<file path="config.mk">
export PLATFORM = sky130hd
export DESIGN_NAME = uart_command_packet_parser
export DESIGN_NICKNAME = d
export VERILOG_FILES = /design/src/rtl/ucpp_pkg.sv /design/src/rtl/ucpp_decode.sv /design/src/rtl/uart_command_packet_parser.sv
export SDC_FILE = /design/constraint.sdc
export NUM_CORES = 1
export LEC_CHECK = 0
export ABC_AREA = 1
export BUFFER_PORTS_ARGS = -buffer_cell sky130_fd_sc_hd__buf_2
export CORE_AREA = 2 2 147 149
export CTS_BUF_LIST = sky130_fd_sc_hd__clkbuf_16
export DETAILED_ROUTE_END_ITERATION = 10
export DIE_AREA = 0 0 149 151
export GPL_TIMING_DRIVEN = 0
export PLACE_DENSITY = 0.75
export SETUP_SLACK_MARGIN = 0.15
export SLEW_MARGIN = 20
export SYNTH_ARGS = -nofsm -noshare
export SYNTH_HDL_FRONTEND = slang
export SYNTH_SLANG_ARGS = --single-unit
export TNS_END_PERCENT = 5
</file>
<file path="constraint.sdc">
create_clock -name clock -period 25.4 [get_ports clock]
set_clock_uncertainty 0.15 [all_clocks]
set_input_delay 2.54 -clock clock [delete_from_list [all_inputs] [get_ports clock]]
set_output_delay 2.54 -clock clock [all_outputs]
set_load 0.01 [all_outputs]
</file>
<file path="src/rtl/ucpp_pkg.sv">
`default_nettype none

package ucpp_pkg;

   // Width of the decimal timer setting (up to 9999).
   localparam int TIMER_W = 14;

   // Characters that frame and spell a command packet.
   localparam logic [7:0] CHAR_LT   = 8'h3C;  // '<'
   localparam logic [7:0] CHAR_GT   = 8'h3E;  // '>'
   localparam logic [7:0] CHAR_L    = 8'h4C;  // 'L'
   localparam logic [7:0] CHAR_T    = 8'h54;  // 'T'
   localparam logic [7:0] CHAR_E    = 8'h45;  // 'E'
   localparam logic [7:0] CHAR_O    = 8'h4F;  // 'O'
   localparam logic [7:0] CHAR_F    = 8'h46;  // 'F'
   localparam logic [7:0] CHAR_N    = 8'h4E;  // 'N'
   localparam logic [7:0] CHAR_ZERO = 8'h30;  // '0'
   localparam logic [7:0] CHAR_NINE = 8'h39;  // '9'

   // What an input word carries.
   typedef enum logic [1:0] {
      MODE_RX_BYTE       = 2'd0,
      MODE_TIMER_EXPIRED = 2'd1,
      MODE_EMERGENCY     = 2'd2,
      MODE_NOP           = 2'd3
   } mode_type;

   // Event reported with each result word.
   typedef enum logic [3:0] {
      EV_NONE          = 4'd0,
      EV_LOCK          = 4'd1,
      EV_UNLOCK        = 4'd2,
      EV_TIMER_START   = 4'd3,
      EV_LOCKED_REJECT = 4'd4,
      EV_OVERFLOW      = 4'd5,
      EV_TIMER_STOP    = 4'd6,
      EV_OPEN          = 4'd7,
      EV_EMERGENCY_END = 4'd8,
      EV_PACKET_ERROR  = 4'd9,
      EV_IGNORED       = 4'd10
   } event_type;

   // Shared lock, timer and emergency state.
   typedef struct packed {
      logic               lock;
      logic               enable;
      logic               running;
      logic               done;
      logic               emergency;
      logic [TIMER_W-1:0] set_value;
   } timer_state_type;

endpackage

`default_nettype wire

</file>
<file path="src/rtl/ucpp_decode.sv">
`default_nettype none

module ucpp_decode
   import ucpp_pkg::*;
#(
   parameter int MAX_DIGITS = 4,
   parameter int PKT_BYTES  = 7
) (
   input  logic [7:0]      pkt [PKT_BYTES],
   input  timer_state_type state_cur,
   output timer_state_type state_nxt,
   output event_type       event_code
);

   logic [TIMER_W-1:0] digit_acc;
   logic               digit_end;
   logic               digit_bad;
   logic               digit_full;

   // Accumulate up to MAX_DIGITS decimal digits after the 'T', stopping at '>'.
   always_comb begin
      digit_acc = '0;
      digit_end = 1'b0;
      digit_bad = 1'b0;
      for (int k = 0; k < MAX_DIGITS; k++) begin
         if (!digit_end && !digit_bad) begin
            if (pkt[2+k] == CHAR_GT) begin
               digit_end = 1'b1;
            end else if (pkt[2+k] < CHAR_ZERO || pkt[2+k] > CHAR_NINE) begin
               digit_bad = 1'b1;
            end else begin
               digit_acc = (digit_acc << 3) + (digit_acc << 1)
                         + TIMER_W'(pkt[2+k] - CHAR_ZERO);
            end
         end
      end
      digit_full = !digit_end && !digit_bad;
   end

   // Decode the command letter and update the shared state.
   always_comb begin
      state_nxt  = state_cur;
      event_code = EV_PACKET_ERROR;
      priority if (pkt[1] == CHAR_O) begin
         event_code = EV_OPEN;
      end else if (pkt[1] == CHAR_L) begin
         priority if (pkt[4] == CHAR_F) begin
            state_nxt.lock   = 1'b1;
            state_nxt.enable = 1'b0;
            event_code       = EV_LOCK;
         end else if (pkt[4] == CHAR_N) begin
            state_nxt.lock   = 1'b0;
            state_nxt.enable = 1'b1;
            event_code       = EV_UNLOCK;
         end else begin
            event_code = EV_IGNORED;
         end
      end else if (pkt[1] == CHAR_T) begin
         priority if (pkt[2] == CHAR_O) begin
            state_nxt.enable    = 1'b0;
            state_nxt.running   = 1'b0;
            state_nxt.done      = 1'b0;
            state_nxt.set_value = '0;
            event_code          = EV_TIMER_STOP;
         end else if (state_cur.running || pkt[2] == CHAR_GT) begin
            event_code = EV_IGNORED;
         end else if (state_cur.lock) begin
            event_code = EV_LOCKED_REJECT;
         end else begin
            // The digits taken so far are kept even when the packet is refused.
            state_nxt.set_value = digit_acc;
            priority if (digit_bad) begin
               event_code = EV_IGNORED;
            end else if (digit_full && pkt[2+MAX_DIGITS] != CHAR_GT) begin
               event_code = EV_OVERFLOW;
            end else begin
               state_nxt.enable  = 1'b1;
               state_nxt.running = 1'b1;
               state_nxt.done    = 1'b0;
               event_code        = EV_TIMER_START;
            end
         end
      end else if (pkt[1] == CHAR_E) begin
         if (pkt[2] == CHAR_O) begin
            state_nxt.emergency = 1'b0;
            state_nxt.lock      = 1'b0;
            event_code          = EV_EMERGENCY_END;
         end else begin
            event_code = EV_IGNORED;
         end
      end else begin
         event_code = EV_PACKET_ERROR;
      end
   end

endmodule

`default_nettype wire

</file>
<file path="src/rtl/uart_command_packet_parser.sv">
// Command packet parser for bytes received on two links (wired console on channel 0,
// wireless link on channel 1). Each input word is a received byte, a timer-expired
// event, an emergency-raised event or a no-op, selected by req_tuser; every input
// word yields exactly one result word with the echoed byte, an event code and the
// lock, timer and emergency flags after that word. Each channel collects its own
// packet, which must start with '<' and is dropped when it reaches PACKET_LIMIT
// bytes; '>' decodes it. A word is accepted every cycle unless the result register
// is stalled by a low rsp_tready; its result passes through the input register,
// then the result register. The per-channel packet registers and shared flag
// registers are updated in the same cycle as the result register is loaded.
`default_nettype none

module uart_command_packet_parser
   import ucpp_pkg::*;
#(
   parameter int PACKET_LIMIT = 10,
   parameter int MAX_DIGITS   = 4
) (
   input  logic        clock,
   input  logic        reset,
   input  logic        req_tvalid,
   output logic        req_tready,
   input  logic [7:0]  req_tdata,   // [7:0] rx_byte
   input  logic [2:0]  req_tuser,   // [1:0] mode, [2] channel
   output logic        rsp_tvalid,
   input  logic        rsp_tready,
   output logic [31:0] rsp_tdata    // [7:0] echo_byte, [11:8] event_code,
                                    // [25:12] timer_value, [26] sensor_lock,
                                    // [27] timer_enabled, [28] timer_running,
                                    // [29] timer_finished, [30] emergency_active,
                                    // [31] zero
);

   // Only the bytes that the decode looks at are kept.
   localparam int PKT_BYTES = (MAX_DIGITS + 3 > 5) ? MAX_DIGITS + 3 : 5;
   localparam int FILL_W    = $clog2(PACKET_LIMIT + 1);

   logic                in_valid_ff;
   logic [1:0]          in_mode_ff;
   logic                in_chan_ff;
   logic [7:0]          in_byte_ff;
   logic                rsp_valid_ff;
   logic [31:0]         rsp_data_ff;
   logic [7:0]          pkt_ff [2][PKT_BYTES];
   logic [FILL_W-1:0]   fill_ff [2];
   timer_state_type     tstate_ff;
   timer_state_type     tstate_in;
   timer_state_type     dec_state;
   event_type           dec_event;
   event_type           ev_in;
   logic [7:0]          echo_in;
   logic                advance;
   logic                step;
   logic                is_rx;
   logic                is_gt;
   logic [FILL_W-1:0]   fill_cur;
   logic [FILL_W-1:0]   fill_inc;
   logic                pkt_clear;
   logic [7:0]          pkt_pre [PKT_BYTES];
   logic [7:0]          pkt_eff [PKT_BYTES];

   // Handshake: the result register frees the input register when it can take a word.
   assign advance    = !rsp_valid_ff || rsp_tready;
   assign req_tready = !in_valid_ff || advance;
   assign step       = in_valid_ff && advance;
   assign rsp_tvalid = rsp_valid_ff;
   assign rsp_tdata  = rsp_data_ff;

   // Input register.
   always_ff @(posedge clock) begin
      if (reset) begin
         in_valid_ff <= 1'b0;
      end else if (req_tready) begin
         in_valid_ff <= req_tvalid;
      end
      if (req_tvalid && req_tready) begin
         in_mode_ff <= req_tuser[1:0];
         in_chan_ff <= req_tuser[2];
         in_byte_ff <= req_tdata;
      end
   end

   // Store the byte in its channel's packet, then drop the packet if it is full
   // or does not open with '<'.
   assign is_rx    = (mode_type'(in_mode_ff) == MODE_RX_BYTE);
   assign is_gt    = (in_byte_ff == CHAR_GT);
   assign fill_cur = fill_ff[in_chan_ff];
   assign fill_inc = fill_cur + FILL_W'(1);

   always_comb begin
      for (int i = 0; i < PKT_BYTES; i++) begin
         pkt_pre[i] = (fill_cur == FILL_W'(i)) ? in_byte_ff : pkt_ff[in_chan_ff][i];
      end
      pkt_clear = (fill_inc >= FILL_W'(PACKET_LIMIT)) || (pkt_pre[0] != CHAR_LT);
      for (int i = 0; i < PKT_BYTES; i++) begin
         pkt_eff[i] = pkt_clear ? 8'h00 : pkt_pre[i];
      end
   end

   ucpp_decode #(
      .MAX_DIGITS (MAX_DIGITS),
      .PKT_BYTES  (PKT_BYTES)
   ) u_decode (
      .pkt        (pkt_eff),
      .state_cur  (tstate_ff),
      .state_nxt  (dec_state),
      .event_code (dec_event)
   );

   // Apply the word to the shared state.
   always_comb begin
      tstate_in = tstate_ff;
      ev_in     = EV_NONE;
      echo_in   = 8'h00;
      unique case (mode_type'(in_mode_ff))
         MODE_RX_BYTE: begin
            echo_in = in_byte_ff;
            if (is_gt) begin
               tstate_in = dec_state;
               ev_in     = dec_event;
            end
         end
         MODE_TIMER_EXPIRED: begin
            if (tstate_ff.running) begin
               tstate_in.running = 1'b0;
               tstate_in.done    = 1'b1;
            end
         end
         MODE_EMERGENCY: begin
            tstate_in.emergency = 1'b1;
            tstate_in.lock      = 1'b1;
         end
         MODE_NOP: begin
            tstate_in = tstate_ff;
         end
         default: begin
            tstate_in = tstate_ff;
         end
      endcase
   end

   // Packet buffers, fill counts and shared flags.
   always_ff @(posedge clock) begin
      if (reset) begin
         for (int c = 0; c < 2; c++) begin
            fill_ff[c] <= '0;
            for (int i = 0; i < PKT_BYTES; i++) begin
               pkt_ff[c][i] <= 8'h00;
            end
         end
         tstate_ff <= '0;
      end else if (step) begin
         tstate_ff <= tstate_in;
         if (is_rx) begin
            fill_ff[in_chan_ff] <= (pkt_clear || is_gt) ? '0 : fill_inc;
            for (int i = 0; i < PKT_BYTES; i++) begin
               pkt_ff[in_chan_ff][i] <= is_gt ? 8'h00 : pkt_eff[i];
            end
         end
      end
   end

   // Result register.
   always_ff @(posedge clock) begin
      if (reset) begin
         rsp_valid_ff <= 1'b0;
      end else if (advance) begin
         rsp_valid_ff <= in_valid_ff;
      end
      if (step) begin
         rsp_data_ff <= {1'b0, tstate_in.emergency, tstate_in.done, tstate_in.running,
                         tstate_in.enable, tstate_in.lock, tstate_in.set_value,
                         ev_in, echo_in};
      end
   end

endmodule

`default_nettype wire
</file>
# After elaboration in Yosys (flattened, before gate mapping)
# Memory sizes are Yosys's and may differ from the RTL's. A register that Yosys moved wholly into a read port is not among the register bits.
# Index checks and enable logic that the tools add are counted.
# Widths: inputs -> output; s select.
[op_classes]
n_addsub = 11
mux = 105
mul = 0
div_mod_pow = 0
n_reduce_logical = 32
magnitude_cmp = 9
bitwise = 2
n_shift = 0
eq_ne = 22
[op_table]
columns = ["cell", "n"]
rows = [
  ["$mux 14", 16],
  ["$mux 8", 21],
  ["$add 14x14->14", 6],
  ["$eq 8x7->1 const B", 7],
  ["$mux 56", 1],
  ["$reduce_or 56->1", 1],
  ["$mux 4", 11],
  ["$eq 8x6->1 const B", 5],
  ["$mux 1", 38],
  ["$mux 19", 2],
  ["$sub 8x6->9 const B", 4],
  ["$gt 8x6->1 const B", 4],
  ["$lt 8x6->1 const B", 4],
  ["$mux 3", 8],
  ["$mux 17", 1],
  ["$ne 8x6->1 const B", 2],
  ["$eq 4x3->1 const B", 3],
  ["$logic_not 1->1", 10],
  ["$logic_or 1x1->1", 9],
  ["$eq 4x2->1 const B", 2],
  ["$mux 2", 4],
  ["$logic_and 1x1->1", 7],
  ["$add 4x1->4 const B", 1],
  ["$eq 4x1->1 const B", 1],
  ["other kinds (11)", 13],
]
[word_totals]
mem_bits_rw = 120
register_bits = 63
rom_bits = 0
input_bits = 15
output_inout_bits = 34
n_memories = 2
latchBits = 0
[mem_list]
columns = ["memory", "words", "width", "read_ports", "rd_ports_with_merged_regs", "wr", "line", "text"]
rows = [
  ["pkt_ff", 2, 56, 1, 1, 2, "uart_command_packet_parser.sv:44", "logic [7:0] pkt_ff [2][PKT_BYTES];"],
  ["fill_ff", 2, 4, 1, 1, 2, "uart_command_packet_parser.sv:45", "logic [FILL_W-1:0] fill_ff [2];"],
]

# Depth between registers and ports, before layout
# Gate-level depths: netlist (run 1).
[logic_depth]
ltp_word = 32
ltp_mapped = 70

# Cells and area by module
# From an unflattened synthesis (run 1), not the netlist that was laid out.
[unflattened]
cells_unflattened = 1718
hier_area_um2 = 12921.1
[by_module_without_submodules]
columns = ["module", "area_per_inst_um2", "cells_per_inst", "instances"]
rows = [
  ["uart_command_packet_parser", 8557.0, 962, 1],
  ["ucpp_decode", 4364.2, 756, 1],
]

# Least setup slack after synthesis (run 1)
# Ideal clock, no wire load.
[synth_timing]
path_type = "register -> register"
from = "register (tool-made name)"
to = "register rsp_data_ff[25], in the netlist rsp_tdata[25], data pin"
t_required_ns = 24.997
t_arrival_ns = 8.342
stages_incl_launch_ff = 62
path_slack_ns = 16.655
path_cell_list = "dfxtp_1 -> buf_6 -> inv_6 -> buf_6 -> nand2_1 -> nand2_1 -> inv_1 -> ha_1 -> buf_2 -> nand3_2 -> buf_6 -> nand2_1 -> nand2_1 -> nand2_1 -> nor2_4 -> nand3_4 -> buf_4 -> buf_4 -> [... 26 more ...] -> o21ai_0 -> nand2_1 -> nand2_1 -> inv_1 -> nor2_1 -> inv_1 -> a21oi_1 -> nand3_1 -> nand2_1 -> inv_1 -> nand2_1 -> nand3_1 -> nand2_1 -> inv_1 -> nand2_1 -> nand2_1 -> nand2_1 -> nand2_1"
[synth_lines]
columns = ["element", "line", "text"]
rows = [
  ["to (signal assigned)", "uart_command_packet_parser.sv:171", "rsp_data_ff <= {1'b0, tstate_in.emergency, tstate_in.done, tstate_in.running,"],
  ["to (decl)", "uart_command_packet_parser.sv:43", "logic [31:0] rsp_data_ff;"],
]

==> results.md, run 1 <==
- Mapped Cells: 1470
- Port bufs: 47
- Tightest Pin Transition: 882 ps
- Num rows: 53
- Setup TNS: 0 ps
- Slew headroom: 40.6%
- Setup ws final: 15240 ps
- Most common cell on crit path: nand2_1
- Library cells used by synthesis: 61
- Htree depth: 4
- Max incr delay on CP: 500 ps
- Pwr/cell area: 51.0 nW/um2
- Area growth syn-to-layout: 9.84%
- Syn avg cell area: 8.45 um2
- Tot GR Track Use: 28.5%
- Nets: 1644
- Critical path data arrival time: 10220 ps
- DR pass1 iterations: 5
- Reg2Reg Depth: 63
- Synth Area in Simple Gates: 23.7%
- Kind of cell adding the most delay to the critical path: adder cells
- Routed WL per cell: 16.8 um
- Die height: 151 um
- Most used DFF post-synth: edfxtp_1
- Largest net degree at the start of global routing: 49
- Drt via density: 5.63
- Worst Hold Class: reg2reg
- Max clock buf depth: 2
- CP max stage cell: fa_1
- Initial antenna violation count: 0
- Synth warn: 0
- Setup CP Type: reg2reg
- DP Worst Slack: 15290 ps
- Share of power burned in registers: 50.0%
- Multi-input combinational cell area: 5970 um2
- Final WL: 30800 um
- Max cap viols: 0
- Synthesized area: 12400 um2
- WP depth: 63
- Cell area after layout: 13600 um2
- Crit end category: register
- Clk pwr share: 37.0%
- Crit-path max FO: 10
- Sequential cell area: 5310 um2
- Asr flop ratio synth: 0%
- Clock Sinks: 184
- HPWL after detailed placement: 22400 um
- Mux cell area share after synthesis: 0%
- Leak: 6.19 nW
- Sequential cell area fraction in the yosys report: 42.7%
- DRC viols: 0
- Worst vdd ir: 0.0452 mV
- CTS Buf Count: 17
- Main combinational cell family by area after synthesis: simple AND/OR/NAND/NOR gates
- # placed instances: 1804
- Psw: 0.198 mW
- Remaining Overflow, GRT: 0
- Clk Latency, worst-skew pair: 450 ps
- # setup viols final: 0
- Placed instance area: 13100 um2
- Core area: 20800 um2
- P_int: 0.498 mW
- ANT nets after route: 0
- Die width: 149 um
- Logic pwr share: 13.0%
- Share of layout cells above drive strength 1: 13.1%
- Number of global-route vias before repair: 10.0k
- Setup repair after global routing missed its margin: no
- Starting DRT DRC Count: 1015
- Hold path startpoint: in_valid_ff
- Post-synth EDFFs: 162
- Total Power: 0.696 mW
- WP data required: 25460 ps
- I/O pins: 49
- Tmin final: 10160 ps
- # Post-CTS Setup Buffers: 0
- Xor and xnor area share after synthesis: 1.83%
- Hold depth: 2
- Die area: 22500 um2
- Run status: completed
- Tcrit/Tclk final: 40.0%
- Final GP Congestion: 0.927
- CP Buf/Inv Count: 17
- Effective utilization at floorplan: 59.6%
- Register bit total from synthesis: 184
- Fin cells: 1836
- # fillers: 1774
- First-pass GRT wire length: 49700 um
- Switching share of power: 28.5%
- # resized after CTS: 0
- Post-CTS Hold Buffers: 0
- Number of diodes: 0
- Max Clock Freq: 0.0984 GHz
- CTS tree: yes
- Reg clk slew, reported paths: 80 ps
- Hold Fails Final Rpt: 0
- Nature of the critical path startpoint: register
- Root Buffer: clkbuf_16
- Post-Synth Adder-Cell Area: 10.0%
- Total number of vias: 10.3k
- Complex-gate fraction of the synthesized area: 12.0%
- Final slew viol count: 0
## layout by cell type (no fill, tap or decap), types with 6 or more instances in the layout
cell type / Yosys / routed
a21oi_1: 58 / 58
nand2_1: 286 / 284
o21bai_1: 7 / 7
xor2_1: 14 / 14
dfxtp_1: 22 / 22
nor2_2: 8 / 8
nor3_1: 39 / 39
ha_1: 50 / 50
buf_1: 6 / 6
buf_6: 10 / 10
buf_4: 6 / 6
o211ai_1: 29 / 29
clkbuf_16: 0 / 17
a31oi_1: 9 / 9
nand3b_1: 6 / 6
inv_6: 2 / 6
inv_2: 17 / 17
nor2_1: 188 / 188
edfxtp_1: 162 / 162
nand4_1: 23 / 23
nand3_1: 33 / 33
o21ai_1: 44 / 44
nand2_4: 6 / 8
or2_2: 23 / 23
fa_1: 31 / 31
inv_1: 212 / 212
clkbuf_1: 19 / 19
o21ai_0: 65 / 65
conb_1: 2 / 13
xnor2_1: 12 / 12
nand2_2: 8 / 8
buf_2: 11 / 58
## metal layers
layer | vias to the layer above | GRT usage [%] | part of all wire (%)
li1 | 4999 | - | -
met1 | 4829 | 36.2 | 41
met2 | 422 | 47.7 | 48
met3 | 79 | 5.45 | 7.8
met4 | 0 | 12.6 | 3.7
met5 | - | 0 | 0
## synth_stat cells (17+ instances only)
library cell	number	area (um2)
a21oi_1	58	290
clkbuf_1	19	71.3
dfxtp_1	22	440
edfxtp_1	162	4860
fa_1	31	621
ha_1	50	626
inv_1	212	796
inv_2	17	63.8
nand2_1	286	1070
nand3_1	33	165
nand4_1	23	144
nor2_1	188	706
nor3_1	39	195
o211ai_1	29	218
o21ai_0	65	325
o21ai_1	44	220
or2_2	23	144
## cell type report
class                   instances  share of cell area [%]
multi-input cells            1010                    43.7
flip-flops and latches        184                    38.9
inverters                     235                    6.56
clock buffers                  17                    3.12
well taps                     275                    2.52
plain buffers                  52                    2.25
repair buffers                 48                    1.87
clock inverters                15                    1.03
## power groups by stage
stage | clock, mW | combinational [mW] | sequential [mW]
after floorplan | 0 | 0.0620 | 0.355
after global placement | 0 | 0.0860 | 0.355
after detailed placement | 0 | 0.0885 | 0.354
after CTS | 0.256 | 0.0898 | 0.348
after global routing | 0.267 | 0.100 | 0.349
final | 0.257 | 0.0908 | 0.348
## flip-flops by register name, summed over array words and instances, names as in the netlist, named ones only
name         count
rsp_tdata       31
in_byte_ff       8
pkt_ff         112
rsp_tvalid       1
fill_ff          8
in_valid_ff      1
tstate_ff       19
in_mode_ff       2
in_chan_ff       1
## path summary, 6_finish.rpt
kind / endpoint / slack (ps)
min: in_valid_ff / 390
min reg2reg: in_valid_ff / 390
max reg2reg: rsp_tdata[25] / 15240
max: rsp_tdata[25] / 15240
## through the flow
stage | util [%] | hold WS [ps]
final | 65.5 | 385
after global routing | 65.5 | 421
after CTS | 65.5 | 388
after detailed placement | 62.8 | 347
after global placement | 62.6 | 346
after floorplan | - | 361
## cell families (layout without fill, tap and decap cells)
group,after synthesis,in the layout
AOI/OAI and AO/OA,245,245
xor gates and xnor gates,26,26
adders and majority gates,81,81
buffers and inverters,287,367
DFF,184,184
other,2,13
and+or+nand+nor,645,645
## tightest hold or removal path: cells and delay by family (launching register included)
kind | cells | cell delay (ps)
DFF | 1 | 310
and+or+nand+nor | 1 | 110
AOI/OAI and AO/OA | 1 | 70
Note: power is estimated with default switching activity, not from simulation.
==> inputs of run 2 (changes only) <==
--- a/config.mk
+++ b/config.mk
@@ -5,14 +5,14 @@
 export SDC_FILE = /design/constraint.sdc
 export NUM_CORES = 1
 export LEC_CHECK = 0
-export ABC_AREA = 1
+export ABC_AREA = 0
 export BUFFER_PORTS_ARGS = -buffer_cell sky130_fd_sc_hd__buf_2
-export CORE_AREA = 2 2 147 149
+export CORE_AREA = 2 2 152 154
 export CTS_BUF_LIST = sky130_fd_sc_hd__clkbuf_16
 export DETAILED_ROUTE_END_ITERATION = 10
-export DIE_AREA = 0 0 149 151
+export DIE_AREA = 0 0 154 156
 export GPL_TIMING_DRIVEN = 0
-export PLACE_DENSITY = 0.75
+export PLACE_DENSITY = 0.74
 export SETUP_SLACK_MARGIN = 0.15
 export SLEW_MARGIN = 20
 export SYNTH_ARGS = -nofsm -noshare
==> constraint.sdc (replaced) <==
create_clock -name clock -period 8.2 [get_ports clock]
set_clock_uncertainty 0.15 [all_clocks]
set_input_delay 0.82 -clock clock [delete_from_list [all_inputs] [get_ports clock]]
set_output_delay 0.82 -clock clock [all_outputs]
set_load 0.01 [all_outputs]
==> run 2 against run 1 <==
The flow now finishes with violations (negative setup slack). Register-to-register slack got worse by 17000 ps. Synthesized cell count shrank 13%. Core utilization increased by 0.68 points. Sequential share of layout area is 3.0 points lower. Sequential power grew to 3.1 times the previous value.
==> results.md, run 2 <==
- First-pass GRT wire length: 53800 um (was 49700 um)
- Effective utilization at floorplan: 56.2% (was 59.6%)
- Most used DFF post-synth: edfxtp_1 (unchanged)
- Drt via density: 6.06 (was 5.63)
- Reg clk slew, reported paths: 70 ps (was 80 ps)
- CP Capture Point: rsp_tdata[24] (was rsp_tdata[25])
- Placed instance area: 13600 um2 (was 13100 um2)
- Num rows: 55 (was 53)
- Post-synth EDFFs: 162 (unchanged)
- Most numerous cell in the Yosys netlist: nor2_1 (was nand2_1)
- Final slew viol count: 0 (unchanged)
- Number of diodes: 0 (unchanged)
- DR pass1 iterations: 6 (was 5)
- Most common cell after layout, fill and taps aside: nor2_1 (was nand2_1)
- Nature of the critical path startpoint: register (unchanged)
- Hold Fails Final Rpt: 0 (unchanged)
- Core area: 22400 um2 (was 20800 um2)
- ANT nets after route: 0 (unchanged)
- Final GP Congestion: 0.972 (was 0.927)
- Worst Hold Class: reg2reg (unchanged)
- Largest net degree at the start of global routing: 49 (unchanged)
- Starting DRT DRC Count: 1054 (was 1015)
- Nets: 1494 (was 1644)
- Final Util: 66.2% (was 65.5%)
- I/O pins: 49 (unchanged)
- Pwr/cell area: 143 nW/um2 (was 51.0 nW/um2)
- Area leader, netlist: edfxtp_1 (unchanged)
- Number of flip-flops in the largest register: 112 (unchanged)
- CTS tree: yes (unchanged)
- Tcrit/Tclk final: 116% (was 40.0%)
- Root Buffer: clkbuf_16 (unchanged)
- Cell area after layout: 14800 um2 (was 13600 um2)
- Synthesized area: 12600 um2 (was 12400 um2)
- CP max stage cell: fa_1 (unchanged)
- CTS Buf Count: 17 (unchanged)
- Number of global-route vias before repair: 9842 (was 10.0k)
- Crit end category: register (unchanged)
- Library cells used by synthesis: 98 (was 61)
- Tightest Pin Transition: 1010 ps (was 882 ps)
- Mapped Cells: 1275 (was 1470)
- Synth top area cells: edfxtp_1, nor2_1, ha_1 (was edfxtp_1, nand2_1, inv_1)
- Htree depth: 4 (unchanged)
- Worst vdd ir: 0.116 mV (was 0.0452 mV)
- Crit-path max FO: 5 (was 10)
- Share of layout cells above drive strength 1: 20.1% (was 13.1%)
- Max Clock Freq: 0.105 GHz (was 0.0984 GHz)
- Run status: complete, but fails checks (was completed)
- Asr flop ratio synth: 0% (unchanged)
- Syn avg cell area: 9.85 um2 (was 8.45 um2)
- WP data required: 8250 ps (was 25460 ps)
- Area growth syn-to-layout: 17.8% (was 9.84%)
- Tmin final: 9510 ps (was 10160 ps)
- R2r setup slk: -1310 ps (was 15240 ps)
- Setup repair after global routing missed its margin: yes (was no)
- Slew headroom: 31.5% (was 40.6%)
- Die height: 156 um (was 151 um)
- Port bufs: 47 (unchanged)
- Reg2Reg Depth: 51 (was 63)
- HPWL after detailed placement: 24900 um (was 22400 um)
- Final WL: 34700 um (was 30800 um)
- Routed WL per cell: 20.5 um (was 16.8 um)
- Tot GR Track Use: 29.2% (was 28.5%)
- Failing checks: negative setup slack
- # fillers: 1711 (was 1774)
- Die area: 24000 um2 (was 22500 um2)
- Most frequent cells in the layout: nor2_1, edfxtp_1, nand2_1, inv_1, o21ai_0 (was nand2_1, inv_1, nor2_1, edfxtp_1, o21ai_0)
- Remaining Overflow, GRT: 0 (unchanged)
- Post-CTS Hold Buffers: 0 (unchanged)
- Setup CP Type: reg2reg (unchanged)
- Clock Sinks: 184 (unchanged)
- Setup TNS: -13150 ps (was 0 ps)
- Setup ws final: -1310 ps (was 15240 ps)
- Max cap viols: 0 (unchanged)
- Synth warn: 0 (unchanged)
- Most common cell on crit path: buf_12 (was nand2_1)
- Initial antenna violation count: 0 (unchanged)
- # setup viols final: 17 (was 0)
- Max incr delay on CP: 510 ps (was 500 ps)
- Largest Register: pkt_ff (unchanged)
- Register bit total from synthesis: 184 (unchanged)
- Critical path data arrival time: 9560 ps (was 10220 ps)
- Synth cell count leaders: nor2_1, edfxtp_1, nand2_1 (was nand2_1, inv_1, nor2_1)
- Synth top area share: 38.7% (was 39.2%)
- Sequential cell area fraction in the yosys report: 42.2% (was 42.7%)
- Die width: 154 um (was 149 um)
- Clk Latency, worst-skew pair: 440 ps (was 450 ps)
- DP Worst Slack: -2960 ps (was 15290 ps)
- Max clock buf depth: 2 (unchanged)
- DRC viols: 0 (unchanged)
- Total number of vias: 10.3k (about the same)
- Leak: 6.09 nW (was 6.19 nW)
- Reg-to-Reg End: rsp_tdata[24] (was rsp_tdata[25])
[run 2: cell count changes after synthesis, sizes merged, moves of 19 or more]
cell	change
o21ai	-25
nand2b	+19
mux2i	+63
inv	-147
mux2	+22
nand2	-193
[run 2: how the worst min path moves through the flow]
stage / start / endpoint / slack [ps] / depth (start not counted)
2_1_floorplan: tstate_ff[13] / tstate_ff[13] / 280 / 2
3_3_place_gp: tstate_ff[13] / tstate_ff[13] / 290 / 2
3_5_place_dp: tstate_ff[13] / tstate_ff[13] / 300 / 2
4_1_cts: tstate_ff[13] / tstate_ff[13] / 310 / 2
5_1_grt: tstate_ff[13] / tstate_ff[13] / 330 / 2
6_report: tstate_ff[8] / tstate_ff[8] / 310 / 2
[run 2: final cells by class]
| class | instances | area, um2 | share of cell area, % |
|---|---|---|---|
| clock buffers | 17 | 425 | 2.87 |
| flip-flops and latches | 184 | 5310 | 35.9 |
| plain buffers | 60 | 470 | 3.18 |
| repair buffers | 93 | 613 | 4.14 |
| multi-input cells | 958 | 7190 | 48.6 |
| clock inverters | 15 | 118 | 0.795 |
| well taps | 285 | 357 | 2.41 |
| inverters | 84 | 318 | 2.15 |
[run 2: worst max-delay path: cells and delay by family (launching register included)]
| kind | cells | cell delay (ps) |
|---|---|---|
| muxes | 3 | 560 |
| DFF | 1 | 350 |
| xor gates and xnor gates | 3 | 410 |
| and+or+nand+nor | 6 | 620 |
| adders and majority gates | 8 | 2770 |
| buffers and inverters | 17 | 1700 |
| AOI/OAI and AO/OA | 14 | 2670 |
[run 2: stage by stage]
stage | power (mW) | cells | hold slack (ps)
floorplan | 1.26 | 1286 | 282
global placement | 1.33 | 1618 | 293
detailed placement | 1.34 | 1620 | 296
CTS | 2.11 | 1693 | 308
global route | 2.18 | 1696 | 326
finish | 2.12 | 1696 | 308
[run 2: cell families after synthesis]
logic type	synth area share (%)
compound gates	14.5
xor+xnor	2.65
fa+ha+maj	9.92
buf+inv	4.77
flops	42.2
mux	7.02
other cells	0.0598
simple gates	18.9
[run 2: routing by layer]
metal  track usage [%]  routed length [um]
met1              38.6               14100
met2              47.6               16200
met3              5.28                3050
met4              12.6                1380
met5                 0                   0
[run 2: repair_timing]
action	4_1_cts	5_1_grt
pin swaps	30	14
resized for setup	41	23
buffers inserted	41	3
setup endpoints to repair	22	20
[run 2: power breakdown]
| group | internal [mW] | switching [mW] |
|---|---|---|
| Combinational | 0.101 | 0.172 |
| Clock | 0.395 | 0.381 |
| Sequential | 1.05 | 0.0178 |
==> inputs of run 3 (changes only) <==
--- a/config.mk
+++ b/config.mk
@@ -13,7 +13,6 @@
 export DIE_AREA = 0 0 154 156
 export GPL_TIMING_DRIVEN = 0
 export PLACE_DENSITY = 0.74
-export SETUP_SLACK_MARGIN = 0.15
 export SLEW_MARGIN = 20
 export SYNTH_ARGS = -nofsm -noshare
 export SYNTH_HDL_FRONTEND = slang
==> run 3 against run 2 <==
The flow still finishes with violations (negative setup slack). Core utilization grew 0.63 points. Sequential power about the same. Critical path depth is 5 lower. Hold slack got worse by 1.2 ps. Fmax grew 3.5%. Clock power barely moved. Non-clock buffer count is 15 higher. Final area rose by 0.96%. Clock-buffer cell count is the same.
==> results.md, run 3 (synthesis results as in run 2) <==
- Run status: complete, but fails checks (unchanged)
- Failing checks: negative setup slack (unchanged)
- Worst-case hold path end point: tstate_ff[13] (was tstate_ff[8])
- Most common cell on crit path: ha_4 (was buf_12)
- Setup TNS: -7820 ps (was -13150 ps)
- Area growth syn-to-layout: 18.9% (was 17.8%)
- Tmin final: 9180 ps (was 9510 ps)
- Largest net degree at the start of global routing: 49 (unchanged)
- Pwr/cell area: 142 nW/um2 (was 143 nW/um2)
- Setup repair after global routing missed its margin: yes (unchanged)
- Worst vdd ir: 0.117 mV (was 0.116 mV)
- Final WL: 34800 um (was 34700 um)
- Slew headroom: 31.4% (was 31.5%)
- Number of flip-flops in the largest register: 112 (unchanged)
- HPWL after detailed placement: 24900 um (unchanged)
- CP Buf/Inv Count: 13 (was 17)
- DRC viols: 0 (unchanged)
- Reg clk slew, reported paths: 70 ps (about the same)
- Crit end category: register (unchanged)
- WP data required: 8250 ps (about the same)
- Max incr delay on CP: 580 ps (was 510 ps)
- Crit-path max FO: 10 (was 5)
- Clock Sinks: 184 (unchanged)
- First-pass GRT wire length: 53600 um (was 53800 um)
- R2r setup slk: -980 ps (was -1310 ps)
- CTS tree: yes (unchanged)
- DP Worst Slack: -2960 ps (unchanged)
- Tot GR Track Use: 29.0% (was 29.2%)
- Total Power: 2.12 mW (about the same)
- Clk Latency, worst-skew pair: 440 ps (about the same)
- Hold depth: 2 (unchanged)
- Routed WL per cell: 20.4 um (was 20.5 um)
- Nets: 1509 (was 1494)
- Nature of the critical path startpoint: register (unchanged)
- CP max stage cell: fa_1 (unchanged)
- Cell area after layout: 14900 um2 (was 14800 um2)
- Kind of cell adding the most delay to the critical path: compound AO/OA/AOI/OAI gates (was adder cells)
- Initial antenna violation count: 0 (unchanged)
- # setup viols final: 12 (was 17)
- Worst Hold Class: reg2reg (unchanged)
- ANT nets after route: 0 (unchanged)
- Final GP Congestion: 0.972 (unchanged)
- DR pass1 iterations: 6 (unchanged)
- Port bufs: 47 (unchanged)
- Tcrit/Tclk final: 112% (was 116%)
- Number of diodes: 0 (unchanged)
- Root Buffer: clkbuf_16 (unchanged)
- Largest Register: pkt_ff (unchanged)
- Setup ws final: -985 ps (was -1310 ps)
- Max cap viols: 0 (unchanged)
- Core area: 22400 um2 (unchanged)
- Total number of vias: 10.3k (about the same)
- CTS Buf Count: 17 (unchanged)
- Critical path data arrival time: 9240 ps (was 9560 ps)
- Max clock buf depth: 2 (unchanged)
- Htree depth: 4 (unchanged)
- Hold Fails Final Rpt: 0 (unchanged)
- Die width: 154 um (unchanged)
- Share of layout cells above drive strength 1: 21.3% (was 20.1%)
- Number of global-route vias before repair: 9813 (was 9842)
- Num rows: 55 (unchanged)
- Final slew viol count: 0 (unchanged)
- Most frequent cells in the layout: nor2_1, edfxtp_1, nand2_1, inv_1, buf_4 (was nor2_1, edfxtp_1, nand2_1, inv_1, o21ai_0)
- Final Hold Slack: 307 ps (was 308 ps)
- Drt via density: 6.02 (was 6.06)
- Effective utilization at floorplan: 56.2% (unchanged)
- Post-CTS Hold Buffers: 0 (unchanged)
- Max Clock Freq: 0.109 GHz (was 0.105 GHz)
- Starting DRT DRC Count: 1038 (was 1054)
- Tightest Pin Transition: 1010 ps (about the same)
- Remaining Overflow, GRT: 0 (unchanged)
- Hold path startpoint: tstate_ff[13] (was tstate_ff[8])
- Leak: 6.16 nW (was 6.09 nW)
- Placed instance area: 13600 um2 (unchanged)
- Reg-to-Reg End: rsp_tdata[24] (unchanged)
- Most common cell after layout, fill and taps aside: nor2_1 (unchanged)
- Die height: 156 um (unchanged)
- Setup CP Type: reg2reg (unchanged)
- Reg2Reg Depth: 46 (was 51)
- Die area: 24000 um2 (unchanged)
- I/O pins: 49 (unchanged)
[run 3: worst min-delay path: stages (launching register included)]
cell     delay (ps)
dfxtp_1         310
nand2_1          50
a21oi_1          50
[run 3: repair_timing]
| action | 4_1_cts | 5_1_grt |
|---|---|---|
| setup buffers | 41 | 23 |
| pin swaps | 34 | 40 |
| gates cloned | 0 | 0 |
| resized for setup | 41 | 39 |
| setup endpoints to repair | 22 | 20 |
[run 3: area by class of cell]
cell class | instances | area [um2]
Buffer | 55 | 382
Clock buffer | 17 | 425
Clock inverter | 15 | 118
Fill cell | 1661 | 7420
Inverter | 84 | 320
Multi-Input combinational cell | 958 | 7260
Sequential cell | 184 | 5310
Tap cell | 285 | 357
Timing Repair Buffer | 113 | 767
[run 3: layer usage]
layer	vias to the layer above	track usage (%)	wire [um]
li1	4849	-	-
met1	4926	38.3	14400
met2	447	47.5	16500
met3	79	5.56	2840
met4	0	11.7	1100
met5	-	0	0
[run 3: worst max-delay path by stage]
stage | end | from | depth (start not counted)
after floorplan | rsp_tdata[24] | register | 52
after global placement | rsp_tdata[24] | register | 44
after detailed placement | rsp_tdata[24] | register | 44
after CTS | rsp_tdata[24] | register | 50
after global routing | tstate_ff[12] | register | 47
final | rsp_tdata[24] | register | 46
[run 3: stage by stage]
stage	utilization (%)	std cells
floorplan	-	1286
global placement	60.6	1618
detailed placement	60.9	1620
CTS	65.6	1692
global route	66.8	1711
finish	66.8	1711
[run 3: power by group]
part	total, mW	switching (mW)	internal (mW)
combinational	0.274	0.171	0.102
sequential	1.07	0.0177	1.05
clock	0.776	0.381	0.395
total	2.12	0.570	1.55
